$ cat src/design/grcd_div.sv
// ----------------------------------------------------------------------------
// Grid ray caster divider
// Restoring unsigned divider, one quotient bit per cycle.
// ----------------------------------------------------------------------------
module grcd_div #(
    parameter int DVW = 39,
    parameter int DSW = 31
) (
    input  logic           aclk,
    input  logic           aresetn,
    input  logic           start,
    input  logic [DVW-1:0] dividend,
    input  logic [DSW-1:0] divisor,
    output logic           done,
    output logic [DVW-1:0] quotient
);
    localparam int CNTW = $clog2(DVW + 1);

    logic            busy_reg;
    logic            done_reg;
    logic [CNTW-1:0] cnt_reg;
    logic [DSW-1:0]  rem_reg;
    logic [DVW-1:0]  quo_reg;
    logic [DSW-1:0]  dvsr_reg;
    logic [DSW:0]    trial;
    logic [DSW:0]    diff;
    logic            fits;

    assign trial = {rem_reg, quo_reg[DVW-1]};
    assign fits  = trial >= {1'b0, dvsr_reg};
    assign diff  = trial - {1'b0, dvsr_reg};

    always_ff @(posedge aclk) begin
        if (!aresetn) begin
            busy_reg <= 1'b0;
            done_reg <= 1'b0;
            cnt_reg  <= '0;
        end else if (start) begin
            busy_reg <= 1'b1;
            done_reg <= 1'b0;
            cnt_reg  <= '0;
        end else if (busy_reg) begin
            cnt_reg <= cnt_reg + CNTW'(1);
            if (cnt_reg == CNTW'(DVW - 1)) begin
                busy_reg <= 1'b0;
                done_reg <= 1'b1;
            end
        end else begin
            done_reg <= 1'b0;
        end
    end

    always_ff @(posedge aclk) begin
        if (start) begin
            rem_reg  <= '0;
            quo_reg  <= dividend;
            dvsr_reg <= divisor;
        end else if (busy_reg) begin
            rem_reg <= fits ? diff[DSW-1:0] : trial[DSW-1:0];
            quo_reg <= {quo_reg[DVW-2:0], fits};
        end
    end

    assign done     = done_reg;
    assign quotient = quo_reg;

endmodule

$ cat config.mk
export PLATFORM = sky130hd
export DESIGN_NAME = grcd_div
export DESIGN_NICKNAME = d
export VERILOG_FILES = /design/src/design/grcd_div.sv
export SDC_FILE = /design/constraint.sdc
export NUM_CORES = 1
export LEC_CHECK = 0
export ABC_AREA = 1
export BUFFER_PORTS_ARGS = -buffer_cell sky130_fd_sc_hd__buf_2
export CAP_MARGIN = 20
export CORE_MARGIN = 10
export CORE_UTILIZATION = 40
export DETAILED_ROUTE_END_ITERATION = 10
export PLACE_DENSITY = 0.7
export SYNTH_ARGS = -nofsm -noshare
export SYNTH_HDL_FRONTEND = slang
export SYNTH_SLANG_ARGS = --single-unit
$ cat constraint.sdc
create_clock -name aclk -period 2.55 [get_ports aclk]
set_input_delay 0.51 -clock aclk [delete_from_list [all_inputs] [get_ports aclk]]
set_output_delay 0.51 -clock aclk [all_outputs]
set_load 0.01 [all_outputs]
# Word-level counts from Yosys, hierarchy flattened
# Index checks and enable logic that the tools add are counted.
# totals
reg_bits	109
inputBits	73
out_inout_bits	40
# op_classes
add_sub_neg	2
order_cmp	1
eq_ne	1
mux	6
bitwise	2
n_reduce_logical	3
# op_table
cell	n
$mux 39	2
$ge 32x31->1	1
$mux 31	1
$sub 31x31->31	1
$add 6x1->6 const B	1
$eq 6x6->1 const B	1
$mux 1	3
$reduce_or 3->1	1
$not 1->1	2
$reduce_bool 2->1	1
$reduce_or 2->1	1

# Depth between registers and ports, before layout
# logic_depth
depth_word	4
depth_mapped	17
mapped_depth_nobuf	16

# Worst setup path before layout
# Ideal clock, no wire load.
# synth_timing
path_kind	register -> register
from	register busy_reg
to	register quo_reg[0] (netlist: quotient[0]), enable pin
arrival_time_ns	1.985
setup_slack_ns	0.146
path_stages_with_launch	5
synth_period_minus_slack_ns	2.404
cell_sequence	dfxtp_1 -> clkbuf_1 -> nor2_1 -> inv_1 -> clkbuf_1
# synth_via
elab_chain_cells	1
# synth_lines
element	line_no	text
start: declaration	19	logic busy_reg;
start signal: assignment	35	busy_reg <= 1'b0;
start signal: assignment	39	busy_reg <= 1'b1;
start signal: assignment	45	busy_reg <= 1'b0;
$reduce_bool 2->1 (no line)	--	
end signal: assignment	56	quo_reg <= dividend;
end signal: assignment	60	quo_reg <= {quo_reg[DVW-2:0], fits};
end: declaration	23	logic [DVW-1:0] quo_reg;
# Every way passes these cells.
# A chain may end at the register's enable or synchronous reset.

# Final worst setup path
# layout_timing
from	register quo_reg[38] (netlist: quotient[38])
to	register rem_reg[4]
# layout_via
elab_chain_cells	2
elab_cells_between_ends	3
# layout_lines
element	line_no	text
$sub 31x31->31 / $ge 32x31->1 (equally long branches)	31, 30	
$mux 31 *	59	rem_reg <= fits ? diff[DSW-1:0] : trial[DSW-1:0];
end signal: assignment	59	
end: declaration	22	logic [DSW-1:0] rem_reg;
# Mark *: on every way between the ends. The rest lies on a longest branch, timed or not.

==> results.rst <==
.. list-table::
   :header-rows: 1

   * - Metric
     - Value
   * - Data required time at the worst endpoint
     - between 2 and 3 ns
   * - Uppermost layer routed
     - met4
   * - Synthesized area divided by synthesized cell count
     - between 6 and 7 sq um
   * - First-pass GRT wire length
     - approximately 30000 um
   * - Number of cells on the worst hold path
     - 1
   * - Part of the cycle the worst path needs
     - ~88%
   * - Power density relative to cell area
     - around 500 nW/um^2
   * - Total routed wirelength
     - about 18000 um
   * - Critical path class
     - flip-flop to flip-flop
   * - CTS clk-pin slew, worst paths
     - 0.08 ns
   * - Die outline area
     - ~23000 sq um
   * - Number of instances in the synthesized netlist
     - approximately 1000
   * - Logic pwr share
     - 13.5%
   * - Overall fraction of global-route tracks in use
     - about 15%
   * - Cell taking the most area after synthesis
     - edfxtp_1
   * - Wire length on met2
     - between 8000 and 9000 um
   * - Routed length per placed instance
     - about 13 um
   * - Combined area of the multi-input logic cells
     - 3320 sq um
   * - Worst max-slew margin expressed relative to the limit
     - between 60% and 70%
   * - Highest fanout seen on the critical path
     - 31
   * - Portion of total power attributed to the clock network
     - a little over a third
   * - Number of library cell types mapped by synthesis
     - 36
   * - Cell area after synthesis
     - a little over 7000 sq um
   * - Count of nets after finishing
     - approximately 1200
   * - Status
     - finished clean
   * - Fraction of final layout cells with drive strength greater than 1
     - between 10% and 20%
   * - Max-slew violation count
     - 0
   * - Leading cell types in the layout, fill and taps excluded
     - nand2_1 (435), inv_1 (185), buf_2 (112)
   * - Number of port buffers
     - approximately 110
   * - Weighted congestion at the end of routability-driven global placement
     - around 0.9
   * - Number of iterations in the first detailed-routing pass
     - 6
   * - CTS tree
     - yes
   * - Clock root buffer
     - clkbuf_16
   * - Area overhead of the layout relative to synthesis
     - 15.8%
   * - Detail Placement HPWL
     - between 10000 and 15000 um
   * - Number of top-level pins
     - 113
   * - Maximum number of pins on one net before global-route repair
     - 49
   * - Drt first-iter violations
     - 457
   * - Remaining global-route overflow
     - 0
   * - Total core area
     - about 17000 sq um
   * - Met3 Wirelength
     - about 1100 um
   * - Worst skew pair latency
     - 0.36 ns
   * - Cell Int Power
     - 2.92 mW
   * - Routed Antenna Nets
     - 0
   * - Commonest non-fill, non-tap cell in the layout
     - nand2_1
   * - Power after layout
     - 4.05 mW
   * - Critical path launch point type
     - flip-flop
   * - Count of hold buffers inserted by post-cts repair
     - 0
   * - Initial antenna violation count
     - 2
   * - Area contributors post-synth
     - edfxtp_1 (30%), nand2_1 (23%), dfxtp_1 (11%), inv_1 (10%), ha_1 (5.9%)
   * - Clock skew after layout
     - between 0.01 and 0.015 ns
   * - Reg area
     - a little under 3000 sq um
   * - Chip Height
     - 153 um
   * - IR Drop Worst-Case VDD
     - between 0.4 and 0.5 mV
   * - Number of hold violations in the final report
     - 0
   * - Net switching component of the power
     - roughly 1.1 mW
   * - DRC violation count after routing
     - 0
   * - Total leakage power
     - 4.46 nW
   * - Element type at the critical path end
     - flip-flop
   * - Maximum operating frequency
     - 0.444 GHz
   * - Vias in the first global route
     - 6069
   * - Starting density of the core
     - 40.7%
   * - Worst hold path class
     - input pin to flip-flop
   * - Clock sink count
     - between 100 and 150
   * - Length of routed wiring on met1
     - between 8000 and 9000 um
   * - Count of yosys warnings during synthesis
     - 0
   * - Critical path arrival
     - between 2 and 2.5 ns
   * - Register area share after synthesis
     - about two fifths
   * - CTS Buffer Depth
     - 2
   * - Overall via count from detail_route
     - about 6400
   * - Number of buffers inserted to repair setup after CTS
     - 0
   * - Average vias per placed instance
     - between 4 and 5
   * - Number of max-capacitance violations reported
     - 0
   * - Total nets after synthesis
     - 1125
   * - Switching share of power
     - between 20% and 30%
   * - Die X
     - about 150 um
   * - FILL cells
     - about 1800
   * - Part of the power in registers
     - between 50% and 60%
   * - Unrepaired setup endpoints after global routing
     - false
   * - Reg2Reg Depth
     - 15
   * - Number of clock buffers inserted by TritonCTS
     - 9
   * - Maximum level of the CTS H-tree
     - 3
   * - Final min period
     - 2.25 ns
   * - Total negative setup slack
     - 0 ns
   * - Row count
     - 48
   * - Yosys top cell area share
     - between 20% and 30%
   * - Number of flip-flops under the largest register name
     - 39
   * - Number of synthesized register bits
     - between 100 and 150
   * - Number of setup violations in the final report
     - 0
   * - Actual transition at the worst max-transition pin
     - 0.573 ns
==> synth_stat cells (all sizes together) <==
cell type / count
or2: 1
o21a: 1
ha: 33
and2: 4
nor3b: 2
a21oi: 16
inv: 188
xor2: 2
a211oi: 1
buf: 12
o21ai: 15
nor3: 8
nand4: 6
nand3b: 16
dfxtp: 39
nand3: 80
clkbuf: 12
xnor2: 13
edfxtp: 70
clkinv: 3
fa: 1
a31oi: 1
nor4: 1
nor2: 50
nand2: 443
==> final timing paths <==
kind,from,end,slack [ns]
max,quotient[38]$_DFFE_PP_,rem_reg[4]$_SDFFE_PP0P_,0.30
min,divisor[7],dvsr_reg[7]$_DFFE_PP_,0.32
max reg2reg,quotient[38]$_DFFE_PP_,rem_reg[4]$_SDFFE_PP0P_,0.30
min reg2reg,rem_reg[16]$_SDFFE_PP0P_,rem_reg[16]$_SDFFE_PP0P_,0.47
==> stage by stage <==
stage	hold slack [ns]	area [sq um]	util, %	std cells	setup WS [ns]
after global placement	0.458	7840	45.3	1340	0.211
after detailed placement	0.459	7840	45.3	1340	0.181
after floorplan	0.444	7050	-	1018	0.146
after CTS	0.295	8140	47.1	1356	0.137
final	0.317	8160	47.2	1357	0.295
after global routing	0.300	8160	47.2	1356	0.0238
==> metal layers <==
metal  up-vias  GRT usage, %
li1       3341             -
met1      2875          19.2
met3        16          4.69
met2       130          24.7
met5         -             0
met4         0          4.18
==> cell families (layout without fill, tap and decap cells) <==
logic type,count (synthesis),count (layout),share of synthesized area [%]
AO/OA/AOI/OAI,34,34,2.56
adder cells (fa/ha/maj),34,34,6.14
other,0,1,0
buffers and inverters,215,328,12.1
AND/OR/NAND/NOR,611,611,36.4
XOR/XNOR,15,15,1.86
flip-flops,109,109,40.9
==> cell type report <==
cell class              count  area share [%]
diodes                      1          0.0307
well taps                 225            3.45
flip-flops and latches    109            35.3
clock buffers               9            2.76
repair buffers            121            7.94
inverters                 191            8.78
multi-input cells         694            40.7
clock inverters             7            1.01
==> repair_timing <==
item / 4_1_cts / 5_1_grt
endpoints found under the hold margin: 0 / 0
endpoints found under the setup margin: 0 / 30
gates resized for setup: 0 / 4
==> power by group through the flow <==
stage,clock network (mW),registers [mW],logic (mW)
after floorplan,0,2.12,0.298
after global placement,0,2.09,0.549
after detailed placement,0,2.09,0.555
after CTS,1.49,2.06,0.557
after global routing,1.55,2.07,0.625
final,1.45,2.06,0.548
==> worst max-delay path, cell delays in order, from the launching register on <==
cell and delay (ns):
edfxtp_1 0.34, inv_1 0.06, ha_1 0.22, fa_1 0.42, inv_2 0.10, nand2_1 0.05, nand2_1 0.07, nand3_1 0.08
nand2_2 0.13, nand2_2 0.07, nand3_2 0.08, nand2_4 0.08, nand2_8 0.19, nand2_1 0.09, nand3_1 0.07, o21ai_1 0.07
(Power assumes the default switching activity.)
